### config.mk
export PLATFORM = sky130hd
export DESIGN_NAME = media_frame_queue_with_drop
export DESIGN_NICKNAME = d
export VERILOG_FILES = /design/src/rtl/mfq_pkg.sv /design/src/rtl/media_frame_queue_with_drop.sv /design/src/rtl/mfq_ram.sv
export SDC_FILE = /design/constraint.sdc
export NUM_CORES = 2
export LEC_CHECK = 0
export BUFFER_PORTS_ARGS = -buffer_cell sky130_fd_sc_hd__buf_4
export CAP_MARGIN = 20
export CORE_MARGIN = 8
export CORE_UTILIZATION = 40
export CTS_CLUSTER_DIAMETER = 120
export DETAILED_ROUTE_END_ITERATION = 6
export HOLD_SLACK_MARGIN = 0.1
export SLEW_MARGIN = 10
export SYNTH_ARGS = -nofsm -noshare
export SYNTH_HDL_FRONTEND = slang
export SYNTH_SLANG_ARGS = --single-unit
export TNS_END_PERCENT = 5
### constraint.sdc
create_clock -name clk_i -period 4.7 [get_ports clk_i]
set_input_delay 0.705 -clock clk_i [delete_from_list [all_inputs] [get_ports clk_i]]
set_output_delay 0.705 -clock clk_i [all_outputs]
set_load 0.02 [all_outputs]
### src/rtl/mfq_pkg.sv
// Shared types and codes for the media frame queue.
// No dependencies; imported by the top level, the scoreboard and the testbench.
package mfq_pkg;

  typedef enum logic [2:0] {
    CMD_DELIVER = 3'd0,
    CMD_RECEIVE = 3'd1,
    CMD_PREVIEW = 3'd2,
    CMD_STORE   = 3'd3,
    CMD_DROP    = 3'd4,
    CMD_FLUSH   = 3'd5
  } cmd_e;

  localparam logic [2:0] KIND_AUDIO = 3'd0;
  localparam logic [2:0] KIND_VIDEO = 3'd1;
  localparam logic [2:0] KIND_EOS   = 3'd2;
  localparam logic [2:0] KIND_FLUSH = 3'd3;
  localparam logic [2:0] KIND_CLEAR = 3'd5;

  typedef struct packed {
    logic [15:0] tag;
    logic [2:0]  kind;
    logic        key;
    logic [15:0] duration;
    logic [15:0] samples;
  } frame_t;

endpackage

### src/rtl/media_frame_queue_with_drop.sv
// Top level of the media frame queue with push-back slot and head drop.
// Depends on mfq_pkg and mfq_ram.
//
//   Channel | Direction | Handshake               | Payload
//   --------+-----------+-------------------------+---------------------------------
//   in      | input     | in_valid_i / in_stall_o | command_i and frame fields
//   out     | output    | out_valid_o/out_stall_i | accepted_o, frame, totals
//
// Every command passes through an accept state, in which the head entry is read
// from the descriptor RAM, and then an execute state. A drop stays in the execute
// state while it removes entries, since each removal needs the next head read from
// the RAM. The descriptor RAM has no reset; only written entries are read.
// A finished result sits in an output register; the last execute step waits while
// that register is full and stalled, and a new word is taken once the block is idle.
module media_frame_queue_with_drop #(
  parameter int QUEUE_DEPTH = 64
) (
  input  logic        clk_i,
  input  logic        rst_ni,
  input  logic        in_valid_i,
  output logic        in_stall_o,
  input  logic [2:0]  command_i,
  input  logic [15:0] frame_tag_i,
  input  logic [2:0]  frame_kind_i,
  input  logic        frame_key_i,
  input  logic [15:0] frame_duration_i,
  input  logic [15:0] frame_samples_i,
  input  logic        store_empty_i,
  input  logic [31:0] drop_target_i,
  input  logic        flush_leave_clear_i,
  output logic        out_valid_o,
  input  logic        out_stall_i,
  output logic        accepted_o,
  output logic        frame_valid_o,
  output logic [15:0] out_tag_o,
  output logic [2:0]  out_kind_o,
  output logic        out_key_o,
  output logic [15:0] out_duration_o,
  output logic [6:0]  queue_count_o,
  output logic [31:0] audio_duration_total_o,
  output logic [31:0] audio_sample_total_o,
  output logic [6:0]  video_count_o,
  output logic [6:0]  key_count_o,
  output logic        has_control_o
);
  import mfq_pkg::*;

  localparam int AW = $clog2(QUEUE_DEPTH);
  localparam int CW = $clog2(QUEUE_DEPTH + 1);
  localparam int EW = $clog2(QUEUE_DEPTH + 2);

  typedef enum logic {ST_IDLE, ST_EXEC} state_e;

  state_e          state_q, state_d;
  cmd_e            cmd_q, cmd_d;
  frame_t          frame_q, frame_d;
  logic            store_empty_q, store_empty_d;
  logic [31:0]     target_q, target_d;
  logic            leave_clear_q, leave_clear_d;
  logic            dropped_video_q, dropped_video_d;

  logic [AW-1:0]   head_q, head_d;
  logic [CW-1:0]   count_q, count_d;
  logic            slot_valid_q, slot_valid_d;
  frame_t          slot_q, slot_d;
  logic [EW-1:0]   end_q, end_d;
  logic [31:0]     dur_sum_q, dur_sum_d;
  logic [31:0]     smp_sum_q, smp_sum_d;
  logic [CW-1:0]   video_q, video_d;
  logic [CW-1:0]   key_q, key_d;

  // Result register.
  logic            out_valid_q;
  logic            acc_q;
  logic            fv_q;
  frame_t          rframe_q;
  logic [6:0]      qcount_q;
  logic [31:0]     rdur_q, rsmp_q;
  logic [6:0]      rvideo_q, rkey_q;
  logic            rctrl_q;

  logic            finish, acc, fv, do_pop, wr_en;
  frame_t          rframe;
  frame_t          head_w;
  logic [AW-1:0]   tail;
  logic [AW:0]     tail_sum;
  logic [CW:0]     qsum;
  logic            head_key, audio_ok, stop;

  mfq_ram #(
    .WIDTH($bits(frame_t)),
    .DEPTH(QUEUE_DEPTH)
  ) u_ram (
    .clk_i     (clk_i),
    .wr_en_i   (wr_en),
    .wr_addr_i (tail),
    .wr_data_i (frame_q),
    .rd_en_i   (1'b1),
    .rd_addr_i (head_d),
    .rd_data_o (head_w)
  );

  // Write position is head plus count, wrapped at the queue depth.
  always_comb begin
    tail_sum = {1'b0, head_q} + (AW + 1)'(count_q);
    if (tail_sum >= (AW + 1)'(QUEUE_DEPTH)) begin
      tail_sum = tail_sum - (AW + 1)'(QUEUE_DEPTH);
    end
    tail = tail_sum[AW-1:0];
  end

  assign head_key = (head_w.kind == KIND_VIDEO) && head_w.key;
  assign audio_ok = dur_sum_q <= target_q;

  // Drop stops on an empty queue, on markers, when the audio total fits the target, or when the key-frame rules say so.
  always_comb begin
    stop = 1'b0;
    if (count_q == '0 || head_w.kind == KIND_FLUSH || head_w.kind == KIND_EOS) begin
      stop = 1'b1;
    end else if (video_q != '0) begin
      if (audio_ok && !dropped_video_q) begin
        stop = 1'b1;
      end else if (audio_ok && dropped_video_q && head_key) begin
        stop = 1'b1;
      end else if (head_w.kind == KIND_VIDEO) begin
        if (head_w.key) begin
          stop = key_q <= CW'(1);
        end else begin
          stop = key_q == '0;
        end
      end
    end else begin
      stop = audio_ok;
    end
  end

  always_comb begin
    state_d         = state_q;
    cmd_d           = cmd_q;
    frame_d         = frame_q;
    store_empty_d   = store_empty_q;
    target_d        = target_q;
    leave_clear_d   = leave_clear_q;
    dropped_video_d = dropped_video_q;
    head_d          = head_q;
    count_d         = count_q;
    slot_valid_d    = slot_valid_q;
    slot_d          = slot_q;
    end_d           = end_q;
    dur_sum_d       = dur_sum_q;
    smp_sum_d       = smp_sum_q;
    video_d         = video_q;
    key_d           = key_q;
    finish          = 1'b0;
    acc             = 1'b0;
    fv              = 1'b0;
    rframe          = '0;
    do_pop          = 1'b0;
    wr_en           = 1'b0;

    case (state_q)
      ST_IDLE: begin
        if (in_valid_i) begin
          cmd_d           = cmd_e'(command_i);
          frame_d         = '{tag: frame_tag_i, kind: frame_kind_i, key: frame_key_i,
                              duration: frame_duration_i, samples: frame_samples_i};
          store_empty_d   = store_empty_i;
          target_d        = drop_target_i;
          leave_clear_d   = flush_leave_clear_i;
          dropped_video_d = 1'b0;
          state_d         = ST_EXEC;
        end
      end
      ST_EXEC: begin
        if (!out_valid_q || !out_stall_i) begin
          finish = 1'b1;
          case (cmd_q)
            CMD_DELIVER: begin
              if (count_q < CW'(QUEUE_DEPTH)) begin
                wr_en   = 1'b1;
                count_d = count_q + CW'(1);
                if (frame_q.kind == KIND_EOS) end_d = end_q + EW'(1);
                if (frame_q.kind == KIND_AUDIO) begin
                  dur_sum_d = dur_sum_q + 32'(frame_q.duration);
                  smp_sum_d = smp_sum_q + 32'(frame_q.samples);
                end else if (frame_q.kind == KIND_VIDEO) begin
                  video_d = video_q + CW'(1);
                  if (frame_q.key) key_d = key_q + CW'(1);
                end
                acc = 1'b1;
              end
            end
            CMD_RECEIVE, CMD_PREVIEW: begin
              if (slot_valid_q) begin
                rframe = slot_q;
                fv     = 1'b1;
                if (cmd_q == CMD_RECEIVE) begin
                  slot_valid_d = 1'b0;
                  slot_d       = '0;
                end
              end else if (count_q != '0) begin
                rframe = head_w;
                fv     = 1'b1;
                do_pop = cmd_q == CMD_RECEIVE;
              end
              if (fv && cmd_q == CMD_RECEIVE && rframe.kind == KIND_EOS && end_q != '0) begin
                end_d = end_q - EW'(1);
              end
              acc = fv;
            end
            CMD_STORE: begin
              if (!(slot_valid_q && slot_q.kind == KIND_CLEAR)) begin
                if (slot_valid_q && slot_q.kind == KIND_EOS && end_q != '0) begin
                  end_d = end_q - EW'(1);
                end
                if (store_empty_q) begin
                  slot_valid_d = 1'b0;
                  slot_d       = '0;
                end else begin
                  if (frame_q.kind == KIND_EOS) end_d = end_d + EW'(1);
                  slot_valid_d = 1'b1;
                  slot_d       = frame_q;
                end
                acc = 1'b1;
              end
            end
            CMD_DROP: begin
              if (target_q != '0) begin
                acc = 1'b1;
                if (!stop) begin
                  // Remove the head; the next head is read from the RAM and examined in the execute state.
                  finish = 1'b0;
                  do_pop = 1'b1;
                  if (head_w.kind == KIND_VIDEO && video_q != '0) dropped_video_d = 1'b1;
                end
              end
            end
            CMD_FLUSH: begin
              head_d       = '0;
              count_d      = '0;
              end_d        = '0;
              dur_sum_d    = '0;
              smp_sum_d    = '0;
              video_d      = '0;
              key_d        = '0;
              slot_valid_d = leave_clear_q;
              slot_d       = '0;
              if (leave_clear_q) slot_d.kind = KIND_CLEAR;
              acc = 1'b1;
            end
            default: begin
              acc = 1'b0;
            end
          endcase
        end
      end
      default: begin
        state_d = ST_IDLE;
      end
    endcase

    if (do_pop) begin
      head_d  = (head_q == AW'(QUEUE_DEPTH - 1)) ? '0 : head_q + AW'(1);
      count_d = count_q - CW'(1);
      if (head_w.kind == KIND_AUDIO) begin
        dur_sum_d = dur_sum_q - 32'(head_w.duration);
        smp_sum_d = smp_sum_q - 32'(head_w.samples);
      end else if (head_w.kind == KIND_VIDEO) begin
        if (video_q != '0) video_d = video_q - CW'(1);
        if (head_w.key && key_q != '0) key_d = key_q - CW'(1);
      end
    end

    if (finish) state_d = ST_IDLE;
  end

  assign qsum = (CW + 1)'(count_d) + (CW + 1)'(slot_valid_d);

  always_ff @(posedge clk_i or negedge rst_ni) begin
    if (!rst_ni) begin
      state_q         <= ST_IDLE;
      cmd_q           <= CMD_DELIVER;
      frame_q         <= '0;
      store_empty_q   <= 1'b0;
      target_q        <= '0;
      leave_clear_q   <= 1'b0;
      dropped_video_q <= 1'b0;
      head_q          <= '0;
      count_q         <= '0;
      slot_valid_q    <= 1'b0;
      slot_q          <= '0;
      end_q           <= '0;
      dur_sum_q       <= '0;
      smp_sum_q       <= '0;
      video_q         <= '0;
      key_q           <= '0;
      out_valid_q     <= 1'b0;
      acc_q           <= 1'b0;
      fv_q            <= 1'b0;
      rframe_q        <= '0;
      qcount_q        <= '0;
      rdur_q          <= '0;
      rsmp_q          <= '0;
      rvideo_q        <= '0;
      rkey_q          <= '0;
      rctrl_q         <= 1'b0;
    end else begin
      state_q         <= state_d;
      cmd_q           <= cmd_d;
      frame_q         <= frame_d;
      store_empty_q   <= store_empty_d;
      target_q        <= target_d;
      leave_clear_q   <= leave_clear_d;
      dropped_video_q <= dropped_video_d;
      head_q          <= head_d;
      count_q         <= count_d;
      slot_valid_q    <= slot_valid_d;
      slot_q          <= slot_d;
      end_q           <= end_d;
      dur_sum_q       <= dur_sum_d;
      smp_sum_q       <= smp_sum_d;
      video_q         <= video_d;
      key_q           <= key_d;
      if (finish) begin
        out_valid_q <= 1'b1;
        acc_q       <= acc;
        fv_q        <= fv;
        rframe_q    <= rframe;
        qcount_q    <= 7'(qsum);
        rdur_q      <= dur_sum_d;
        rsmp_q      <= smp_sum_d;
        rvideo_q    <= 7'(video_d);
        rkey_q      <= 7'(key_d);
        rctrl_q     <= (slot_valid_d && slot_d.kind == KIND_CLEAR) || end_d != '0;
      end else if (out_valid_q && !out_stall_i) begin
        out_valid_q <= 1'b0;
      end
    end
  end

  assign in_stall_o             = state_q != ST_IDLE;
  assign out_valid_o            = out_valid_q;
  assign accepted_o             = acc_q;
  assign frame_valid_o          = fv_q;
  assign out_tag_o              = rframe_q.tag;
  assign out_kind_o             = rframe_q.kind;
  assign out_key_o              = rframe_q.key;
  assign out_duration_o         = rframe_q.duration;
  assign queue_count_o          = qcount_q;
  assign audio_duration_total_o = rdur_q;
  assign audio_sample_total_o   = rsmp_q;
  assign video_count_o          = rvideo_q;
  assign key_count_o            = rkey_q;
  assign has_control_o          = rctrl_q;

  a_count_bound: assert property (@(posedge clk_i) disable iff (!rst_ni)
    count_q <= CW'(QUEUE_DEPTH)) else $error("entry count exceeds depth");

  a_key_le_video: assert property (@(posedge clk_i) disable iff (!rst_ni)
    key_q <= video_q) else $error("key frame count exceeds video count");

  a_video_le_count: assert property (@(posedge clk_i) disable iff (!rst_ni)
    video_q <= count_q) else $error("video count exceeds entry count");

endmodule

### src/rtl/mfq_ram.sv
// Generic single-write, single-read RAM with a registered read port.
// No dependencies.
module mfq_ram #(
  parameter int WIDTH = 8,
  parameter int DEPTH = 4
) (
  input  logic                     clk_i,
  input  logic                     wr_en_i,
  input  logic [$clog2(DEPTH)-1:0] wr_addr_i,
  input  logic [WIDTH-1:0]         wr_data_i,
  input  logic                     rd_en_i,
  input  logic [$clog2(DEPTH)-1:0] rd_addr_i,
  output logic [WIDTH-1:0]         rd_data_o
);

  logic [WIDTH-1:0] mem_q [DEPTH];

  always_ff @(posedge clk_i) begin
    if (wr_en_i) begin
      mem_q[wr_addr_i] <= wr_data_i;
    end
    if (rd_en_i) begin
      rd_data_o <= mem_q[rd_addr_i];
    end
  end

endmodule

Yosys cells after proc, flatten, opt, wreduce, memory -nomap -nowiden
Memory sizes are Yosys's and may differ from the RTL's. A register that Yosys moved wholly into a read port is not among the register bits.
Cells that the tools add are included.

word-level totals
  register bits after elaboration = 367
  memory bits (writable) = 3328
  input port bits = 93
  logic and storage cells = 254
  memories kept = 1

memory list
  memory       words  bits a word  rd ports  clocked after Yosys merged registers in  wr ports  line           text
  u_ram.mem_q  64     52           1         1                                        1         mfq_ram.sv:16  logic [WIDTH-1:0] mem_q [DEPTH];

cells by class
  $add $sub $neg = 17
  order comparisons = 4
  equality and inequality tests = 24
  multiplexer cells = 132
  bitwise gates (word level) = 1
  reduce and logical (&&, ||, !) cells = 38

operators by type and width
  cell                 count
  $mux 52              12
  $mux 32              12
  $mux 7               36
  $pmux 52 s3          1
  $pmux 32 s2          2
  $mux 36              2
  $add 32x16->32       2
  $sub 32x16->32       2
  $mux 1               52
  $pmux 7 s2           3
  $mux 6               6
  $add 7x1->7 const B  5
  $reduce_bool 7->1    5
  $le 32x32->1         1
  $reduce_bool 32->1   1
  $pmux 7 s4           1
  $sub 7x1->7 const B  4
  $eq 3x2->1 const B   7
  $logic_and 1x1->1    14
  $logic_not 7->1      2
  $eq 3x3->1 const B   4
  $reduce_and 6->1     2
  $ne 2x2->1 const B   5
  $eq 3x1->1 const B   3
  21 further kinds     32

Logic depth before layout (Yosys ltp)
  depth after elaboration = 17
  gate-level depth with buffers = 19
  mapped depth without buffers = 16

Hierarchy
Synthesis repeated with hierarchy kept, for this count alone.

second synthesis, totals
  cells, all modules = 7700
  area, all modules = 148596.3 sq um

by module, submodules not included
  module                       times used  cells an instance  area each (sq um)  seq. area each (sq um)
  mfq_ram                      1           5449               127478.5           101497.3
  media_frame_queue_with_drop  1           2251               21117.8            8783.4

Worst setup path before layout
OpenSTA, ideal clock, no wires.

  path kind = input port to flip-flop
  start = input out_stall_i
  end = memory u_ram.mem_q[15][0] (netlist bit), enable pin
  setup time = 0.462 ns
  arrival = 4.374 ns
  required time = 4.238 ns
  slack = -0.136 ns
  cell stages on the path = 8
  buffers on the path = 2
  path through = nand2_1 > and2_1 > clkbuf_1 > nand2_1 > nor2_1 > clkbuf_1 > nand4_1 > nor2_1

on the way
  longest elaborated chain between the ends = 6

ends and longest elaborated chain
  element                       line                                text
  from (decl)                   media_frame_queue_with_drop.sv:32   input logic out_stall_i,
  $logic_not 1->1               media_frame_queue_with_drop.sv:175  if (!out_valid_q || !out_stall_i) begin
  $logic_or 1x1->1              media_frame_queue_with_drop.sv:175
  $mux 1                        media_frame_queue_with_drop.sv:175
  $mux 1                        media_frame_queue_with_drop.sv:161  case (state_q)
  $mux 1                        mfq_ram.sv:19                       if (wr_en_i) begin
  $mux 1 (implied by the code)  mfq_ram.sv:20                       mem_q[wr_addr_i] <= wr_data_i;
  to (decl)                     mfq_ram.sv:16

Every way passes these cells.

Worst setup path after layout
  start = register video_q[1]
  end = register u_ram.rd_data_o[31] (read register of u_ram.mem_q)

on the way
  longest elaborated chain between the ends = 9

ends and longest elaborated chain
  element                 line                                text
  from (decl)             media_frame_queue_with_drop.sv:69   logic [CW-1:0] video_q, video_d;
  from (signal assigned)  media_frame_queue_with_drop.sv:322  video_q <= video_d;
  $reduce_bool 7->1       media_frame_queue_with_drop.sv:120  end else if (video_q != '0) begin
  $mux 1                  media_frame_queue_with_drop.sv:120
  $mux 1                  media_frame_queue_with_drop.sv:118  if (count_q == '0 || head_w.kind == KIND_FLUSH || head_w.kind == KIND_EOS) begin
  $mux 1                  media_frame_queue_with_drop.sv:230  if (!stop) begin
  $mux 1                  media_frame_queue_with_drop.sv:228  if (target_q != '0) begin
  $pmux 1 s2              media_frame_queue_with_drop.sv:177  case (cmd_q)
  $mux 1                  media_frame_queue_with_drop.sv:175
  $mux 1                  media_frame_queue_with_drop.sv:161
  $mux 6                  media_frame_queue_with_drop.sv:262  if (do_pop) begin
  to (decl)               mfq_ram.sv:13                       output logic [WIDTH-1:0] rd_data_o

Every way passes these cells.
A chain may end at the register's enable or synchronous reset.

==> metrics.md <==
| Metric | Value |
|---|---|
| CP Data Arrival Time | `5.48 ns` |
| Sequential power share | `41.6%` |
| Post-layout power | `106 mW` |
| Synth Area in Compound Gates | `8.28%` |
| #FFs+latches synth | `3731` |
| Fmax | `213 MHz` |
| Max clock buf depth | `4` |
| Ys Warns | `0` |
| Antenna Nets Post-Route | `0` |
| Post-Route WL | `541 mm` |
| Io pins | `219` |
| Adder-Cell Fraction of Synth Area | `1.02%` |
| Clk slew on worst S/H paths | `0.06 ns` |
| Worst-Skew Late Latency | `0.94 ns` |
| Pint | `70.3 mW` |
| Routed vias | `106469` |
| Chip Height | `631 um` |
| Delay-heaviest family, CP | `simple AND/OR/NAND/NOR gates` |
| CP cell instances | `inv_1 > ha_2 > or3b_4 > o311a_4 > or4_4 > o21a_4 > inv_2 > o2111ai_4 > and2_4 > buf_12 > buf_12 > nor2_4 > buf_12 > buf_12 > buf_12 > buf_4 > a32oi_1 > nand4_1 > nand3_1 > or3_1` |
| Vias in the first global route | `101196` |
| Slowest cell on crit path | `or4_4` |
| Synth Area in XOR/XNOR | `0.410%` |
| Mux cell area share after synthesis | `2.20%` |
| GR Util All Layers | `26.1%` |
| Flop2flop setup slack | `-0.002 ns` |
| CP required | `5.48 ns` |
| Crit. End Element | `flop` |
| Cells after Synth | `11355` |
| Clock Sinks | `3731` |
| Violated checks | `DRC, setup timing` |
| Fin worst setup slack | `-0.00184 ns` |
| Combinational power share | `29.5%` |
| Share of cells above drive strength 1 | `17.0%` |
| Switching part of the total power | `33.7%` |
| Post-synth top area share | `66.0%` |
| Crit start category | `flop` |
| Unrepaired setup endpoints after global routing | `yes` |
| Final HPWL DP | `326 mm` |
| Remaining global-route overflow | `0` |
| CTS root buf | `clkbuf_16` |
| Lkg Pwr | `64.6 nW` |
| Synth area leaders | `edfxtp_1, nand2_1, dfrtp_1, nand3_1, a211oi_1` |
| Core area | `378000 um2` |
| Critical R2R Launch | `video_q[1]$_DFF_PN0_` |
| Max_cap viols | `0` |
| Post-route minimum period | `4.70 ns` |
| Commonest non-fill, non-tap cell in the layout | `edfxtp_1` |
| Final setup fails | `1` |
| Post-synth EDFFs | `3328` |
| Dominant cell type by area after synthesis | `edfxtp_1` |
| WHS | `0.192 ns` |
| Clock share of power | `28.9%` |
| Synthesized cell area | `151000 um2` |
| DRC | `1` |
| Slew HR | `25.4%` |
| Critical path class | `flop to flop` |
| CP Max Fanout | `10` |
| Power per cell area | `582 nW/um2` |
| Die footprint | `399000 um2` |
| Nets | `12502` |
| # fillers | `32040` |
| Final GP Congestion | `0.916` |
| Worst-margin pin slew | `1.12 ns` |
| First-pass GRT wire length | `756 mm` |
| Largest net degree at the start of global routing | `99` |
| Top FF cell, synth | `edfxtp_1` |
| Unique masters post-synth | `90` |
| Pre-antenna DRT Iters | `7` |
| Std cell rows | `226` |
| Tcrit/Tclk final | `100%` |
| CTS tree | `yes` |
| Final Max Slew Viols | `0` |
| Largest family of logic cells by synthesized area | `simple AND/OR/NAND/NOR gates` |
| Critical Path Stages | `20` |
| CTS buffer count | `372` |
| # port buffers | `218` |
| Async S/R FF share, synth | `9.41%` |
| Syn Nets | `11569` |
| Final Skew | `0.0578 ns` |
| Per-cell routed wire length | `30.7 um` |
| Most frequent cells in the layout | `edfxtp_1, nand2_1, buf_4` |
| CP peak stage delay | `0.47 ns` |
| Pre-CTS setup slack | `-0.491 ns` |
| Initial antenna violation count | `29` |
| DRT iter0 DRCs | `15970` |
| Seq/Total Area, Yosys | `72.5%` |
| CP dominant cell by count | `buf_12` |
| Via density | `6.04` |
| Synth Area per Inst | `13.3 um2` |
| Post-synthesis simple-gate area fraction | `13.3%` |
| Reg-to-Reg End | `u_ram.rd_data_o[31]$_DFF_P_` |
| H-tree levels | `5` |
| Initial Util | `40.1%` |
| Final hold violation count | `0` |
| DIE WIDTH | `631 um` |
| R2R depth | `20` |
| Hold Crit Class | `input port to flop` |
| Net switching power | `35.8 mW` |
| Worst VDD drop | `0.000364 V` |
| Crit path from | `video_q[1]$_DFF_PN0_` |
| Area Overhead vs Synth | `20.4%` |
| Status | `finished with violations` |
| CP bufs+invs | `8` |
| Critical Path Sink | `u_ram.rd_data_o[31]$_DFF_P_` |
==> metrics by stage <==
stage | TNS (ns) | util (%) | area, um2 | cells
after floorplan | -184.19 | - | 151000 | 11355
after global placement | -2.63 | 44.5 | 168000 | 16811
after detailed placement | -3.18 | 44.5 | 168000 | 16811
after CTS | -0.192 | 48.1 | 182000 | 17591
after global routing | -0.349 | 48.2 | 182000 | 17612
final | -0.00184 | 48.2 | 182000 | 17617
==> final cells by class <==
type / count / area, um2 / share of cell area, %
Tap cell: 5016 / 6280 / 3.44
Antenna cell: 6 / 15.0 / 0.00823
Clock buffer: 477 / 10100 / 5.53
Multi-Input combinational cell: 6727 / 39100 / 21.4
Timing Repair Buffer: 1336 / 14200 / 7.79
Clock inverter: 204 / 2400 / 1.31
Inverter: 120 / 503 / 0.276
Sequential cell: 3731 / 110000 / 60.2
==> power by group through the flow <==
stage               Sequential, mW  Combinational [mW]  Clock, mW
floorplan                     46.3                14.5          0
global placement              45.1                29.0          0
detailed placement            45.2                29.6          0
CTS                           44.6                30.0       30.9
global route                  44.2                33.4       32.1
finish                        44.1                31.3       30.7
==> how the worst min path moves through the flow <==
stage                           startpoint                 endpoint  slack, ns  cells after the start
finish                         out_stall_i  out_valid_o$_DFFE_PN0P_       0.19                      4
CTS                        frame_tag_i[15]  frame_q[51]$_DFFE_PN0P_       0.12                      2
detailed placement  slot_q[19]$_DFFE_PN0P_   slot_q[19]$_DFFE_PN0P_       0.47                      2
global placement    slot_q[50]$_DFFE_PN0P_   slot_q[50]$_DFFE_PN0P_       0.46                      2
floorplan                           rst_ni   accepted_o$_DFFE_PN0P_       0.41                      0
global route               frame_tag_i[15]  frame_q[51]$_DFFE_PN0P_       0.19                      2
==> synthesized netlist by cell type (15+ instances only) <==
| master | instances |
|---|---|
| edfxtp_1 | 3328 |
| xnor2_1 | 41 |
| a311oi_1 | 327 |
| nand4_1 | 185 |
| nand3_1 | 824 |
| a211oi_1 | 394 |
| buf_1 | 64 |
| o21a_1 | 16 |
| a21boi_0 | 16 |
| nor4_1 | 22 |
| mux2i_1 | 205 |
| nor2_1 | 207 |
| dfrtp_1 | 351 |
| a21oi_1 | 113 |
| o21ai_1 | 26 |
| xor2_1 | 30 |
| dfxtp_1 | 52 |
| a21o_1 | 29 |
| ha_1 | 116 |
| buf_2 | 120 |
| inv_1 | 114 |
| and3_1 | 396 |
| o21ai_0 | 228 |
| nand2_1 | 2600 |
| o22ai_1 | 58 |
| or3_1 | 77 |
| o2111ai_1 | 54 |
| nor3_1 | 95 |
| and2_1 | 17 |
| a32oi_1 | 154 |
| mux2_2 | 114 |
| nand2b_1 | 15 |
| o31ai_1 | 52 |
| clkbuf_1 | 576 |
| a31oi_1 | 140 |
==> kinds of logic (layout without fill, tap and decap cells) <==
| family | count (synthesis) | count (layout) |
|---|---|---|
| simple gates | 4501 | 4501 |
| flops | 3731 | 3731 |
| compound gates | 1715 | 1715 |
| buf+inv | 897 | 2137 |
| mux | 319 | 319 |
| fa+ha+maj | 121 | 121 |
| xor+xnor | 71 | 71 |
| other cells | 0 | 6 |
==> metal layers <==
metal | part of all wire (%) | routed length, um | GRT usage (%)
met1 | 38 | 208000 | 35.2
met4 | 5.6 | 30300 | 12.6
met5 | 0.015 | 82 | 0
met3 | 11 | 60100 | 5.08
met2 | 45 | 243000 | 40.6
==> timing repair <==
item	4_1_cts	5_1_grt
endpoints found under the setup margin	51	62
buffers inserted	6	13
endpoints found under the hold margin	182	0
cloned	3	0
pin swaps	9	38
hold buffers	90	0
resized for setup	38	59
==> registers in the layout, summed over array words and instances, names as in the netlist, 6 cells and up <==
register	count
slot_q	36
u_ram.rd_data_o	52
smp_sum_q	32
key_q	7
dur_sum_q	32
audio_sample_total_o	32
count_q	7
video_q	7
target_q	32
frame_q	52
key_count_o	7
audio_duration_total_o	32
head_q	6
queue_count_o	7
u_ram.mem_q	3328
out_tag_o	16
end_q	7
video_count_o	7
out_duration_o	16
==> worst min-delay path, cell delays in order <==
cell and delay [ns]:
buf_4 0.08, nand2_1 0.07, buf_4 0.17, nand2_1 0.06
Power figures use the tool's default switching activity.
